$ cat src/hdl/lldd_pkg.sv
package lldd_pkg;

    localparam int CFG_IDX_W  = 2;
    localparam int CFG_DATA_W = 32;
    localparam int OP_W       = 2;
    localparam int TID_W      = 16;
    localparam int WEIGHT_W   = 32;
    localparam int RDEV_W     = 4;
    localparam int DEVF_W     = 4;
    localparam int STATUS_W   = 2;
    localparam int NDEV_W     = 5;
    localparam int TT_W       = 16;
    localparam int S_TDATA_W  = 56;
    localparam int M_TDATA_W  = 40;

    localparam int DIV_N_W    = TID_W + NDEV_W;
    localparam int DIV_D_W    = TT_W;
    localparam int DIV_CNT_W  = 5;
    localparam int PER_W      = NDEV_W;
    localparam int START_W    = DIV_N_W + PER_W;

    localparam int RESULT_LIMIT = 16;

    localparam logic [NDEV_W-1:0]   NUM_DEV_RESET     = 5'd1;
    localparam logic [NDEV_W-1:0]   NUM_Q_RESET       = 5'd1;
    localparam logic [TT_W-1:0]     TOTAL_TASKS_RESET = 16'd100;
    localparam logic [WEIGHT_W-1:0] CHUNK_LIMIT_RESET = 32'd100000;

    typedef enum logic [OP_W-1:0] {
        OP_WHOLE,
        OP_QUEUE,
        OP_SPLIT,
        OP_RELEASE
    } opcode_t;

    typedef enum logic [STATUS_W-1:0] {
        STATUS_OK,
        STATUS_EMPTY,
        STATUS_OUTSIDE,
        STATUS_BAD_DEV
    } status_t;

    typedef enum logic [CFG_IDX_W-1:0] {
        CFG_NUM_DEVICES,
        CFG_NUM_QUEUES,
        CFG_TOTAL_TASKS,
        CFG_CHUNK_LIMIT
    } cfg_reg_t;

    typedef enum logic [3:0] {
        S_IDLE,
        S_DECODE,
        S_DIV_Q,
        S_DIV_P,
        S_QMUL,
        S_QCHK,
        S_SCAN,
        S_DRAIN,
        S_PLACE,
        S_ERR
    } state_t;

    typedef struct packed {
        logic    item_load;
        logic    scan_load;
        logic    scan_issue;
        logic    div_start_q;
        logic    div_start_per;
        logic    q_latch;
        logic    per_latch;
        logic    qmul;
        logic    place;
        logic    err_emit;
        status_t err_code;
    } dp_cmd_t;

    typedef struct packed {
        opcode_t op;
        logic    n_zero;
        logic    q_bad;
        logic    rel_bad;
        logic    div_done;
        logic    per_zero;
        logic    q_out;
        logic    scan_last;
        logic    out_free;
        logic    split_more;
    } dp_stat_t;

endpackage

$ cat src/hdl/lldd_div.sv
module lldd_div import lldd_pkg::*; (
    input  logic               aclk,
    input  logic               aresetn,
    input  logic               start,
    input  logic [DIV_N_W-1:0] dividend,
    input  logic [DIV_D_W-1:0] divisor,
    output logic               done,
    output logic [DIV_N_W-1:0] quotient
);

    logic                 busy_reg, busy_next;
    logic [DIV_CNT_W-1:0] cnt_reg, cnt_next;
    logic [DIV_N_W-1:0]   quo_reg, quo_next;
    logic [DIV_D_W-1:0]   rem_reg, rem_next;
    logic [DIV_D_W-1:0]   dvs_reg, dvs_next;

    logic [DIV_D_W:0]     shifted;
    logic [DIV_D_W+1:0]   diff;
    logic                 ge;

    always_comb begin
        shifted = {rem_reg, quo_reg[DIV_N_W-1]};
        diff    = {1'b0, shifted} - {2'b00, dvs_reg};
        ge      = !diff[DIV_D_W+1];
        done    = busy_reg && (cnt_reg == '0);

        busy_next = busy_reg;
        cnt_next  = cnt_reg;
        quo_next  = quo_reg;
        rem_next  = rem_reg;
        dvs_next  = dvs_reg;
        if (start) begin
            busy_next = 1'b1;
            cnt_next  = DIV_CNT_W'(DIV_N_W);
            quo_next  = dividend;
            rem_next  = '0;
            dvs_next  = divisor;
        end else if (busy_reg && cnt_reg != '0) begin
            // one restoring step per cycle
            cnt_next = cnt_reg - DIV_CNT_W'(1);
            quo_next = {quo_reg[DIV_N_W-2:0], ge};
            rem_next = ge ? diff[DIV_D_W-1:0] : shifted[DIV_D_W-1:0];
        end else if (done) begin
            busy_next = 1'b0;
        end
    end

    always_ff @(posedge aclk) begin
        if (!aresetn) begin
            busy_reg <= 1'b0;
            cnt_reg  <= '0;
        end else begin
            busy_reg <= busy_next;
            cnt_reg  <= cnt_next;
        end
    end

    always_ff @(posedge aclk) begin
        quo_reg <= quo_next;
        rem_reg <= rem_next;
        dvs_reg <= dvs_next;
    end

    assign quotient = quo_reg;

endmodule

$ cat src/hdl/lldd_dp.sv
module lldd_dp import lldd_pkg::*; #(
    parameter int MAX_DEVICES = 16,
    parameter int LOAD_WIDTH  = 48
) (
    input  logic                  aclk,
    input  logic                  aresetn,
    input  dp_cmd_t               cmd,
    output dp_stat_t              stat,
    input  logic                  cfg_valid,
    input  logic [CFG_IDX_W-1:0]  cfg_index,
    input  logic [CFG_DATA_W-1:0] cfg_data,
    input  logic [OP_W-1:0]       s_tuser,
    input  logic [S_TDATA_W-1:0]  s_tdata,
    output logic                  m_tvalid,
    input  logic                  m_tready,
    output logic [M_TDATA_W-1:0]  m_tdata,
    output logic                  m_tlast,
    output logic [STATUS_W-1:0]   m_tuser
);

    localparam int DEV_W = (MAX_DEVICES > 1) ? $clog2(MAX_DEVICES) : 1;
    localparam int SUM_W = ((LOAD_WIDTH > WEIGHT_W) ? LOAD_WIDTH : WEIGHT_W) + 1;
    localparam int MXW   = NDEV_W + 2;
    localparam logic [SUM_W-1:0] LOAD_MAX    = (SUM_W'(1) << LOAD_WIDTH) - SUM_W'(1);
    localparam logic [MXW-1:0]   MAX_DEV_EXT = MXW'(MAX_DEVICES);

    // configuration
    logic [NDEV_W-1:0]   num_dev_reg;
    logic [NDEV_W-1:0]   num_q_reg;
    logic [TT_W-1:0]     total_reg;
    logic [WEIGHT_W-1:0] chunk_reg;

    // current transaction
    opcode_t             op_reg;
    logic [TID_W-1:0]    tid_reg;
    logic [WEIGHT_W-1:0] w_reg;
    logic [RDEV_W-1:0]   rdev_reg;
    logic [WEIGHT_W-1:0] rem_reg;
    logic [NDEV_W-1:0]   k_reg;

    // queue window
    logic [DIV_N_W-1:0]  q_reg;
    logic [PER_W-1:0]    per_reg;
    logic [START_W-1:0]  start_reg;

    // scan
    logic [DEV_W-1:0]    scan_idx_reg;
    logic [NDEV_W-1:0]   scan_cnt_reg;
    logic                scan_first_reg;
    logic                cmp_pending_reg;
    logic                cmp_first_reg;
    logic [DEV_W-1:0]    cmp_addr_reg;
    logic [DEV_W-1:0]    best_idx_reg;
    logic [LOAD_WIDTH-1:0] best_load_reg;

    // load memory
    logic [LOAD_WIDTH-1:0] load_mem [MAX_DEVICES];
    logic [MAX_DEVICES-1:0] vld_reg;
    logic [LOAD_WIDTH-1:0] rd_data_reg;
    logic                  rd_vld_reg;

    // result register
    logic                m_valid_reg;
    logic [DEVF_W-1:0]   out_dev_reg;
    logic [WEIGHT_W-1:0] out_sub_reg;
    logic                out_last_reg;
    status_t             out_status_reg;

    logic [NDEV_W-1:0]   n_dev;
    logic [NDEV_W-1:0]   lim;
    logic                div_start;
    logic [DIV_N_W-1:0]  div_dividend;
    logic [DIV_D_W-1:0]  div_divisor;
    logic                div_done;
    logic [DIV_N_W-1:0]  div_quo;
    logic [START_W:0]    win_end;
    logic [DEV_W-1:0]    win_start;
    logic [NDEV_W-1:0]   win_len;
    logic [LOAD_WIDTH-1:0] load_rd;
    logic [WEIGHT_W-1:0] chunk;
    logic [WEIGHT_W-1:0] rem_next;
    logic                split_more;
    logic [WEIGHT_W-1:0] pw;
    logic [SUM_W-1:0]    best_ext;
    logic [SUM_W-1:0]    w_ext;
    logic [SUM_W-1:0]    sum;
    logic [SUM_W-1:0]    add_load;
    logic [SUM_W-1:0]    take;
    logic [SUM_W-1:0]    rel_load;
    logic [LOAD_WIDTH-1:0] new_load;
    logic [WEIGHT_W-1:0] place_sub;

    always_comb begin
        n_dev = ({2'b00, num_dev_reg} > MAX_DEV_EXT) ? NDEV_W'(MAX_DEV_EXT) : num_dev_reg;
        lim   = (n_dev < NDEV_W'(RESULT_LIMIT)) ? n_dev : NDEV_W'(RESULT_LIMIT);

        div_start    = cmd.div_start_q || cmd.div_start_per;
        div_dividend = cmd.div_start_q ? ({NDEV_W'(0), tid_reg} * {TID_W'(0), num_q_reg})
                                       : DIV_N_W'(n_dev);
        div_divisor  = cmd.div_start_q ? total_reg : DIV_D_W'(num_q_reg);

        win_end = {1'b0, start_reg} + (START_W+1)'(per_reg);

        case (op_reg)
            OP_QUEUE: begin
                win_start = DEV_W'(start_reg);
                win_len   = per_reg;
            end
            OP_RELEASE: begin
                win_start = DEV_W'(rdev_reg);
                win_len   = NDEV_W'(1);
            end
            default: begin
                win_start = '0;
                win_len   = n_dev;
            end
        endcase

        load_rd = rd_vld_reg ? rd_data_reg : '0;

        chunk      = (rem_reg < chunk_reg) ? rem_reg : chunk_reg;
        rem_next   = (rem_reg > chunk_reg) ? (rem_reg - chunk_reg) : '0;
        split_more = (rem_next != '0) && ((k_reg + NDEV_W'(1)) < lim);

        pw       = (op_reg == OP_SPLIT) ? chunk : w_reg;
        best_ext = SUM_W'(best_load_reg);
        w_ext    = SUM_W'(w_reg);
        sum      = best_ext + SUM_W'(pw);
        add_load = (sum > LOAD_MAX) ? LOAD_MAX : sum;
        take     = (best_ext < w_ext) ? best_ext : w_ext;
        rel_load = best_ext - take;
        new_load = LOAD_WIDTH'((op_reg == OP_RELEASE) ? rel_load : add_load);
        place_sub = (op_reg == OP_RELEASE) ? WEIGHT_W'(take) : pw;

        stat.op         = op_reg;
        stat.n_zero     = (n_dev == '0);
        stat.q_bad      = (num_q_reg == '0) || (total_reg == '0);
        stat.rel_bad    = ({1'b0, rdev_reg} >= n_dev);
        stat.div_done   = div_done;
        stat.per_zero   = (per_reg == '0);
        stat.q_out      = (win_end > (START_W+1)'(n_dev));
        stat.scan_last  = (scan_cnt_reg == NDEV_W'(1));
        stat.out_free   = !m_valid_reg || m_tready;
        stat.split_more = split_more;
    end

    lldd_div u_div (
        .aclk     (aclk),
        .aresetn  (aresetn),
        .start    (div_start),
        .dividend (div_dividend),
        .divisor  (div_divisor),
        .done     (div_done),
        .quotient (div_quo)
    );

    always_ff @(posedge aclk) begin
        if (!aresetn) begin
            num_dev_reg <= NUM_DEV_RESET;
            num_q_reg   <= NUM_Q_RESET;
            total_reg   <= TOTAL_TASKS_RESET;
            chunk_reg   <= CHUNK_LIMIT_RESET;
        end else if (cfg_valid) begin
            case (cfg_reg_t'(cfg_index))
                CFG_NUM_DEVICES: num_dev_reg <= cfg_data[NDEV_W-1:0];
                CFG_NUM_QUEUES:  num_q_reg   <= cfg_data[NDEV_W-1:0];
                CFG_TOTAL_TASKS: total_reg   <= cfg_data[TT_W-1:0];
                CFG_CHUNK_LIMIT: chunk_reg   <= cfg_data[WEIGHT_W-1:0];
                default: ;
            endcase
        end
    end

    always_ff @(posedge aclk) begin
        if (cmd.item_load) begin
            op_reg   <= opcode_t'(s_tuser);
            tid_reg  <= s_tdata[15:0];
            w_reg    <= s_tdata[47:16];
            rdev_reg <= s_tdata[51:48];
            rem_reg  <= s_tdata[47:16];
            k_reg    <= '0;
        end else if (cmd.place) begin
            rem_reg <= rem_next;
            k_reg   <= k_reg + NDEV_W'(1);
        end
        if (cmd.q_latch) begin
            q_reg <= div_quo;
        end
        if (cmd.per_latch) begin
            per_reg <= PER_W'(div_quo);
        end
        if (cmd.qmul) begin
            start_reg <= {PER_W'(0), q_reg} * {DIV_N_W'(0), per_reg};
        end
    end

    // scan issues one read per cycle, each compare runs in the cycle after its read
    always_ff @(posedge aclk) begin
        if (cmd.scan_load) begin
            scan_idx_reg   <= win_start;
            scan_cnt_reg   <= win_len;
            scan_first_reg <= 1'b1;
        end else if (cmd.scan_issue) begin
            scan_idx_reg   <= scan_idx_reg + DEV_W'(1);
            scan_cnt_reg   <= scan_cnt_reg - NDEV_W'(1);
            scan_first_reg <= 1'b0;
        end
        cmp_first_reg <= scan_first_reg;
        cmp_addr_reg  <= scan_idx_reg;
        if (cmp_pending_reg && (cmp_first_reg || load_rd < best_load_reg)) begin
            best_load_reg <= load_rd;
            best_idx_reg  <= cmp_addr_reg;
        end
    end

    always_ff @(posedge aclk) begin
        if (!aresetn) begin
            cmp_pending_reg <= 1'b0;
        end else begin
            cmp_pending_reg <= cmd.scan_issue;
        end
    end

    always_ff @(posedge aclk) begin
        rd_data_reg <= load_mem[scan_idx_reg];
        rd_vld_reg  <= vld_reg[scan_idx_reg];
        if (cmd.place) begin
            load_mem[best_idx_reg] <= new_load;
        end
    end

    always_ff @(posedge aclk) begin
        if (!aresetn) begin
            vld_reg <= '0;
        end else if (cmd.place) begin
            vld_reg[best_idx_reg] <= 1'b1;
        end
    end

    always_ff @(posedge aclk) begin
        if (!aresetn) begin
            m_valid_reg <= 1'b0;
        end else if (cmd.place || cmd.err_emit) begin
            m_valid_reg <= 1'b1;
        end else if (m_tready) begin
            m_valid_reg <= 1'b0;
        end
    end

    always_ff @(posedge aclk) begin
        if (cmd.place) begin
            out_dev_reg    <= DEVF_W'(best_idx_reg);
            out_sub_reg    <= place_sub;
            out_last_reg   <= (op_reg == OP_SPLIT) ? !split_more : 1'b1;
            out_status_reg <= STATUS_OK;
        end else if (cmd.err_emit) begin
            out_dev_reg    <= (cmd.err_code == STATUS_BAD_DEV) ? rdev_reg : '0;
            out_sub_reg    <= '0;
            out_last_reg   <= 1'b1;
            out_status_reg <= cmd.err_code;
        end
    end

    assign m_tvalid = m_valid_reg;
    assign m_tdata  = {(M_TDATA_W-WEIGHT_W-DEVF_W)'(0), out_sub_reg, out_dev_reg};
    assign m_tlast  = out_last_reg;
    assign m_tuser  = out_status_reg;

endmodule

$ cat src/hdl/lldd_ctrl.sv
module lldd_ctrl import lldd_pkg::*; (
    input  logic     aclk,
    input  logic     aresetn,
    input  logic     s_tvalid,
    output logic     s_tready,
    output dp_cmd_t  cmd,
    input  dp_stat_t stat
);

    state_t  state_reg, state_next;
    status_t err_reg, err_next;

    always_ff @(posedge aclk) begin
        if (!aresetn) begin
            state_reg <= S_IDLE;
            err_reg   <= STATUS_OK;
        end else begin
            state_reg <= state_next;
            err_reg   <= err_next;
        end
    end

    always_comb begin
        state_next = state_reg;
        err_next   = err_reg;
        cmd        = '0;
        cmd.err_code = err_reg;
        s_tready   = 1'b0;

        case (state_reg)
            S_IDLE: begin
                s_tready      = 1'b1;
                cmd.item_load = s_tvalid;
                if (s_tvalid) begin
                    state_next = S_DECODE;
                end
            end
            S_DECODE: begin
                case (stat.op)
                    OP_QUEUE: begin
                        if (stat.q_bad || stat.n_zero) begin
                            err_next   = STATUS_EMPTY;
                            state_next = S_ERR;
                        end else begin
                            cmd.div_start_q = 1'b1;
                            state_next      = S_DIV_Q;
                        end
                    end
                    OP_RELEASE: begin
                        if (stat.rel_bad) begin
                            err_next   = STATUS_BAD_DEV;
                            state_next = S_ERR;
                        end else begin
                            cmd.scan_load = 1'b1;
                            state_next    = S_SCAN;
                        end
                    end
                    default: begin
                        if (stat.n_zero) begin
                            err_next   = STATUS_EMPTY;
                            state_next = S_ERR;
                        end else begin
                            cmd.scan_load = 1'b1;
                            state_next    = S_SCAN;
                        end
                    end
                endcase
            end
            S_DIV_Q: begin
                if (stat.div_done) begin
                    cmd.q_latch       = 1'b1;
                    cmd.div_start_per = 1'b1;
                    state_next        = S_DIV_P;
                end
            end
            S_DIV_P: begin
                if (stat.div_done) begin
                    cmd.per_latch = 1'b1;
                    state_next    = S_QMUL;
                end
            end
            S_QMUL: begin
                cmd.qmul = 1'b1;
                if (stat.per_zero) begin
                    err_next   = STATUS_EMPTY;
                    state_next = S_ERR;
                end else begin
                    state_next = S_QCHK;
                end
            end
            S_QCHK: begin
                if (stat.q_out) begin
                    err_next   = STATUS_OUTSIDE;
                    state_next = S_ERR;
                end else begin
                    cmd.scan_load = 1'b1;
                    state_next    = S_SCAN;
                end
            end
            S_SCAN: begin
                cmd.scan_issue = 1'b1;
                if (stat.scan_last) begin
                    state_next = S_DRAIN;
                end
            end
            S_DRAIN: begin
                state_next = S_PLACE;
            end
            S_PLACE: begin
                if (stat.out_free) begin
                    cmd.place = 1'b1;
                    if (stat.op == OP_SPLIT && stat.split_more) begin
                        cmd.scan_load = 1'b1;
                        state_next    = S_SCAN;
                    end else begin
                        state_next = S_IDLE;
                    end
                end
            end
            S_ERR: begin
                if (stat.out_free) begin
                    cmd.err_emit = 1'b1;
                    state_next   = S_IDLE;
                end
            end
            default: begin
                state_next = S_IDLE;
            end
        endcase
    end

endmodule

$ cat src/hdl/least_loaded_device_dispatcher_top.sv
// Least-loaded device dispatcher.
// Input channel s_*: one transaction per task command. s_tuser carries the
// opcode (assign whole, assign by queue, assign split, release).
// Result channel m_*: one transaction per placement or error; split commands
// give up to min(device count, 16) results, the final one with m_tlast high.
// Configuration channel cfg_*: always ready. The user must see that it is
// written only between commands; the block itself does not enforce this.
// A placement scans its device window one load counter per cycle. Queue mode
// first makes two passes of the shared radix-2 divider (queue index, then
// devices per queue) and goes through the window multiply and range check
// states. Each further split chunk rescans the whole device window.
// One command is in flight at a time; the next is accepted the cycle after
// the last result is loaded into the output register, even if that result
// is still waiting.
// Reset clears all load counters (per-device valid bits) and restores the
// configuration defaults. If the receiver stalls, the held result stays
// unchanged and the block waits before loading the next one.
module least_loaded_device_dispatcher_top import lldd_pkg::*; #(
    parameter int MAX_DEVICES = 16,
    parameter int LOAD_WIDTH  = 48
) (
    input  logic                  aclk,
    input  logic                  aresetn,
    input  logic                  s_tvalid,
    output logic                  s_tready,
    input  logic [S_TDATA_W-1:0]  s_tdata,   // task_id, weight, release_device
    input  logic [OP_W-1:0]       s_tuser,   // opcode
    output logic                  m_tvalid,
    input  logic                  m_tready,
    output logic [M_TDATA_W-1:0]  m_tdata,   // device, sub_weight
    output logic                  m_tlast,
    output logic [STATUS_W-1:0]   m_tuser,   // status
    input  logic                  cfg_valid,
    output logic                  cfg_ready,
    input  logic [CFG_IDX_W-1:0]  cfg_index,
    input  logic [CFG_DATA_W-1:0] cfg_data
);

    dp_cmd_t  cmd;
    dp_stat_t stat;

    assign cfg_ready = 1'b1;

    lldd_ctrl u_ctrl (
        .aclk     (aclk),
        .aresetn  (aresetn),
        .s_tvalid (s_tvalid),
        .s_tready (s_tready),
        .cmd      (cmd),
        .stat     (stat)
    );

    lldd_dp #(
        .MAX_DEVICES (MAX_DEVICES),
        .LOAD_WIDTH  (LOAD_WIDTH)
    ) u_dp (
        .aclk      (aclk),
        .aresetn   (aresetn),
        .cmd       (cmd),
        .stat      (stat),
        .cfg_valid (cfg_valid),
        .cfg_index (cfg_index),
        .cfg_data  (cfg_data),
        .s_tuser   (s_tuser),
        .s_tdata   (s_tdata),
        .m_tvalid  (m_tvalid),
        .m_tready  (m_tready),
        .m_tdata   (m_tdata),
        .m_tlast   (m_tlast),
        .m_tuser   (m_tuser)
    );

endmodule

$ cat config.mk
export PLATFORM = sky130hd
export DESIGN_NAME = least_loaded_device_dispatcher_top
export DESIGN_NICKNAME = d
export VERILOG_FILES = /design/src/hdl/lldd_pkg.sv /design/src/hdl/lldd_div.sv /design/src/hdl/lldd_dp.sv /design/src/hdl/lldd_ctrl.sv /design/src/hdl/least_loaded_device_dispatcher_top.sv
export SDC_FILE = /design/constraint.sdc
export NUM_CORES = 2
export LEC_CHECK = 0
export ABC_CLOCK_PERIOD_IN_PS = 7200
export BUFFER_PORTS_ARGS = -buffer_cell sky130_fd_sc_hd__buf_2
export CELL_PAD_IN_SITES_DETAIL_PLACEMENT = 0
export CELL_PAD_IN_SITES_GLOBAL_PLACEMENT = 1
export CORE_UTILIZATION = 50
export CTS_CLUSTER_SIZE = 25
export DETAILED_ROUTE_END_ITERATION = 16
export GPL_TIMING_DRIVEN = 0
export PLACE_DENSITY = 0.87
export SETUP_SLACK_MARGIN = 0.05
export SYNTH_ARGS = -nofsm -noshare
export SYNTH_HDL_FRONTEND = slang
export SYNTH_SLANG_ARGS = --single-unit
$ cat constraint.sdc
create_clock -name aclk -period 7.2 [get_ports aclk]
set_input_delay 1.44 -clock aclk [delete_from_list [all_inputs] [get_ports aclk]]
set_output_delay 1.44 -clock aclk [all_outputs]
set_load 0.1 [all_outputs]
==> flow_summary.ini <==
[run_status]
status = finished with violations
violations = max-capacitance violations, max-slew violations

[synth]
yosys.area.top_type = edfxtp_1
synth-async-reset-ratio_pct = 0
ys_ff_latch = 1207
ys_top_cells_by_area = edfxtp_1, ha_1, dfxtp_1
synthesis.area_um2 = 61400
synth_warnings = 0
yosysUniqueCellTypes = 92
synth_edf_count = 1041
synth.top_cell.area_share_pct = 50.9
synth_most_common_cell = edfxtp_1
synth_seq_area_share_pct = 56.3
syn_avg_cell_area_um2 = 12.4
ys_top_cells_by_count = edfxtp_1, nand2_1, o21ai_0, ha_1, inv_1
ys.flop_type = edfxtp_1
syn_inst = 4950

[global_route]
grt_max_degree = 64
grt_overflow = 0
antenna_found_initial = 13
grt_pass1_wl_um = 267000
track_usage_pct = 28.9
grt_pass1_vias = 41500

[floorplanning]
rows = 128
fp.dieH_um = 353
start_util_pct = 50.4
dieArea_um2 = 124000
die_x_um = 353
pin_count = 143
core_region_area_um2 = 122000

[placement]
gp_congestion = 0.935
post_dp_cell_area_um2 = 65200
port_buffers = 131
place_ws_ps = -2270
dpl.hpwl_um = 134000

[timing]
fmaxAchievable_ghz = 0.143
skew_ps = 82.7
fin_crit_sh_pct = 97.0
setup_viol = 0
slew_headroom_pct = -2.52
tightestPinTransition_ps = 1540
fin_tns_setup_ps = 0
rsz0062_at_grt = false
min_period_ps = 6980
finalHoldViolations = 0
fin_ws_ps = 217
final_max_slew_viol_count = 11

[worst_setup_path]
rr_endpoint = u_dp.load_mem[11][35]
endpoint = u_dp.load_mem[11][35]
r2r-start = u_dp.best_load_reg[17]
arrival_ps = 7550
worst_ep_required_time_ps = 7770
path_max_fanout = 16
end_kind = flip-flop
crit_path_start = u_dp.best_load_reg[17]
start_kind = flip-flop
reg2regPathDepth = 25
crit_type = reg -> reg
rrSetupSlack_ps = 220

[final_layout]
nets = 5770
drive_gt1_share_pct = 13.3
final_area_um2 = 70400
areaGrowthSynthToFinish_pct = 14.6
largest_register_ffs = 768
fillers = 9675

[power_and_ir_drop]
p_int_mw = 15.8
swShare_pct = 36.7
seqPwrFrac_pct = 38.4
cellPowerDensity_nw_per_um2 = 354
vdd_drop_max_mv = 0.257
switching_power_mw = 9.14
p_comb_share_pct = 36.2
p_leak_nw = 26.4
p_clk_share_pct = 25.5

[drt]
top_layer = met5
drt-met1-wl_um = 77400
drt_iter0_markers = 5315
vias_per_cell = 6.15
dr_wl_met2_um = 81000
dr.pass1.iters = 6
met3_length_um = 18600
wl_um = 183000
post_drt_wl_per_cell_um = 26.0
vias = 43243
drcViolationCount = 0
ant_nets = 0

[clocking]
clk_pin_slew_ps = 60
cts_sinks = 1207
clock_latency_ps = 800
clock_path_buffers = 3
cts-root-buf = clkbuf_16
cts_tree = built
cts_made_buffers = 120
htreeDepth = 3

[job]
maxCapViolCount = 1

[min_path]
min_path_type = reg -> reg
## worst max-delay path: stages, from the launching register on
cell	delay (ps)
edfxtp_1	520
ha_1	380
a21o_1	170
a21o_1	170
a21o_1	170
a21o_1	170
a211oi_1	210
o21ai_0	130
a21oi_1	190
o31ai_2	150
a311oi_4	230
buf_4	200
buf_4	220
mux2i_2	310
ha_1	270
nor2b_1	130
o2111a_1	240
nor3_1	330
o32ai_1	260
a311o_1	440
o311ai_4	370
a32oi_4	240
a21o_1	280
or3_1	340
a221oi_1	300
a21o_2	340
## area by class of cell
class | count | area, µm² | area share [%]
sequential | 1207 | 34600 | 49.1
buffer | 214 | 876 | 1.24
clock buffer | 159 | 3350 | 4.75
inverter | 275 | 1030 | 1.47
clock inverter | 69 | 672 | 0.954
multi-input combinational | 3251 | 25800 | 36.6
timing repair buffer | 221 | 2090 | 2.97
antenna | 5 | 12.5 | 0.0178
tap | 1625 | 2030 | 2.89
## metal layers
metal / up-vias / global-route usage, %
li1: 19174 / -
met1: 21471 / 41.9
met2: 2264 / 43.7
met3: 326 / 5.70
met4: 8 / 9.37
met5: - / 0
## cells in the final DEF (no fill, tap or decap), types with 38 or more instances in the layout
master,count
a21o_1,79
a21oi_1,254
a221oi_1,52
a22oi_1,51
and2_1,153
buf_12,51
buf_2,137
clkbuf_1,189
clkbuf_16,125
dfxtp_1,166
edfxtp_1,1041
fa_1,104
ha_1,279
inv_1,273
mux2_2,59
mux2i_1,242
mux4_2,98
nand2_1,501
nand3_1,69
nand4_1,38
nor2_1,195
nor3_1,72
o21ai_0,292
xnor2_1,91
xor2_1,50
## power by group through the flow
stage	registers (mW)	logic, mW	clock network, mW
after floorplan	9.60	5.41	0
after global placement	9.74	7.95	0
after detailed placement	9.72	8.15	0
after CTS	9.54	8.79	6.39
after global routing	9.58	9.65	6.65
final	9.56	9.01	6.34
## what timing repair did
item,in CTS,in global routing
buffers inserted,28,6
pin swaps,22,4
gates resized for setup,94,30
hold buffers,0,0
setup endpoints to repair,768,752
## through the flow
| step | hold slack, ps | total power [mW] | util, % | std cells |
|---|---|---|---|---|
| after global routing | 380 | 25.9 | 57.8 | 7022 |
| after global placement | 350 | 17.7 | 52.6 | 6709 |
| after detailed placement | 345 | 17.9 | 53.5 | 6765 |
| after floorplan | 331 | 15.0 | - | 4953 |
| after CTS | 366 | 24.7 | 57.6 | 7019 |
| final | 363 | 24.9 | 57.8 | 7026 |
## cell families after synthesis
logic type / count (synthesis) / share of synthesized area (%)
AND/OR/NAND/NOR: 1251 / 9.72
flip-flops: 1207 / 56.3
AO/OA/AOI/OAI: 1069 / 11.2
buffers and inverters: 495 / 3.08
multiplexers: 402 / 8.67
adder cells (fa/ha/maj): 383 / 9.07
XOR/XNOR: 141 / 2.01
other: 2 / 0.0122
## worst min path at each step
stage | start | to | slack [ps] | depth (start not counted)
after floorplan | u_dp.scan_first_reg | u_dp.cmp_first_reg | 330 | 0
after global placement | u_dp.scan_first_reg | u_dp.cmp_first_reg | 350 | 0
after detailed placement | u_dp.scan_first_reg | u_dp.cmp_first_reg | 340 | 0
after CTS | u_dp.scan_first_reg | u_dp.cmp_first_reg | 370 | 0
after global routing | u_dp.scan_first_reg | u_dp.cmp_first_reg | 380 | 0
final | u_dp.scan_first_reg | u_dp.cmp_first_reg | 360 | 0
(Power assumes the default switching activity.)
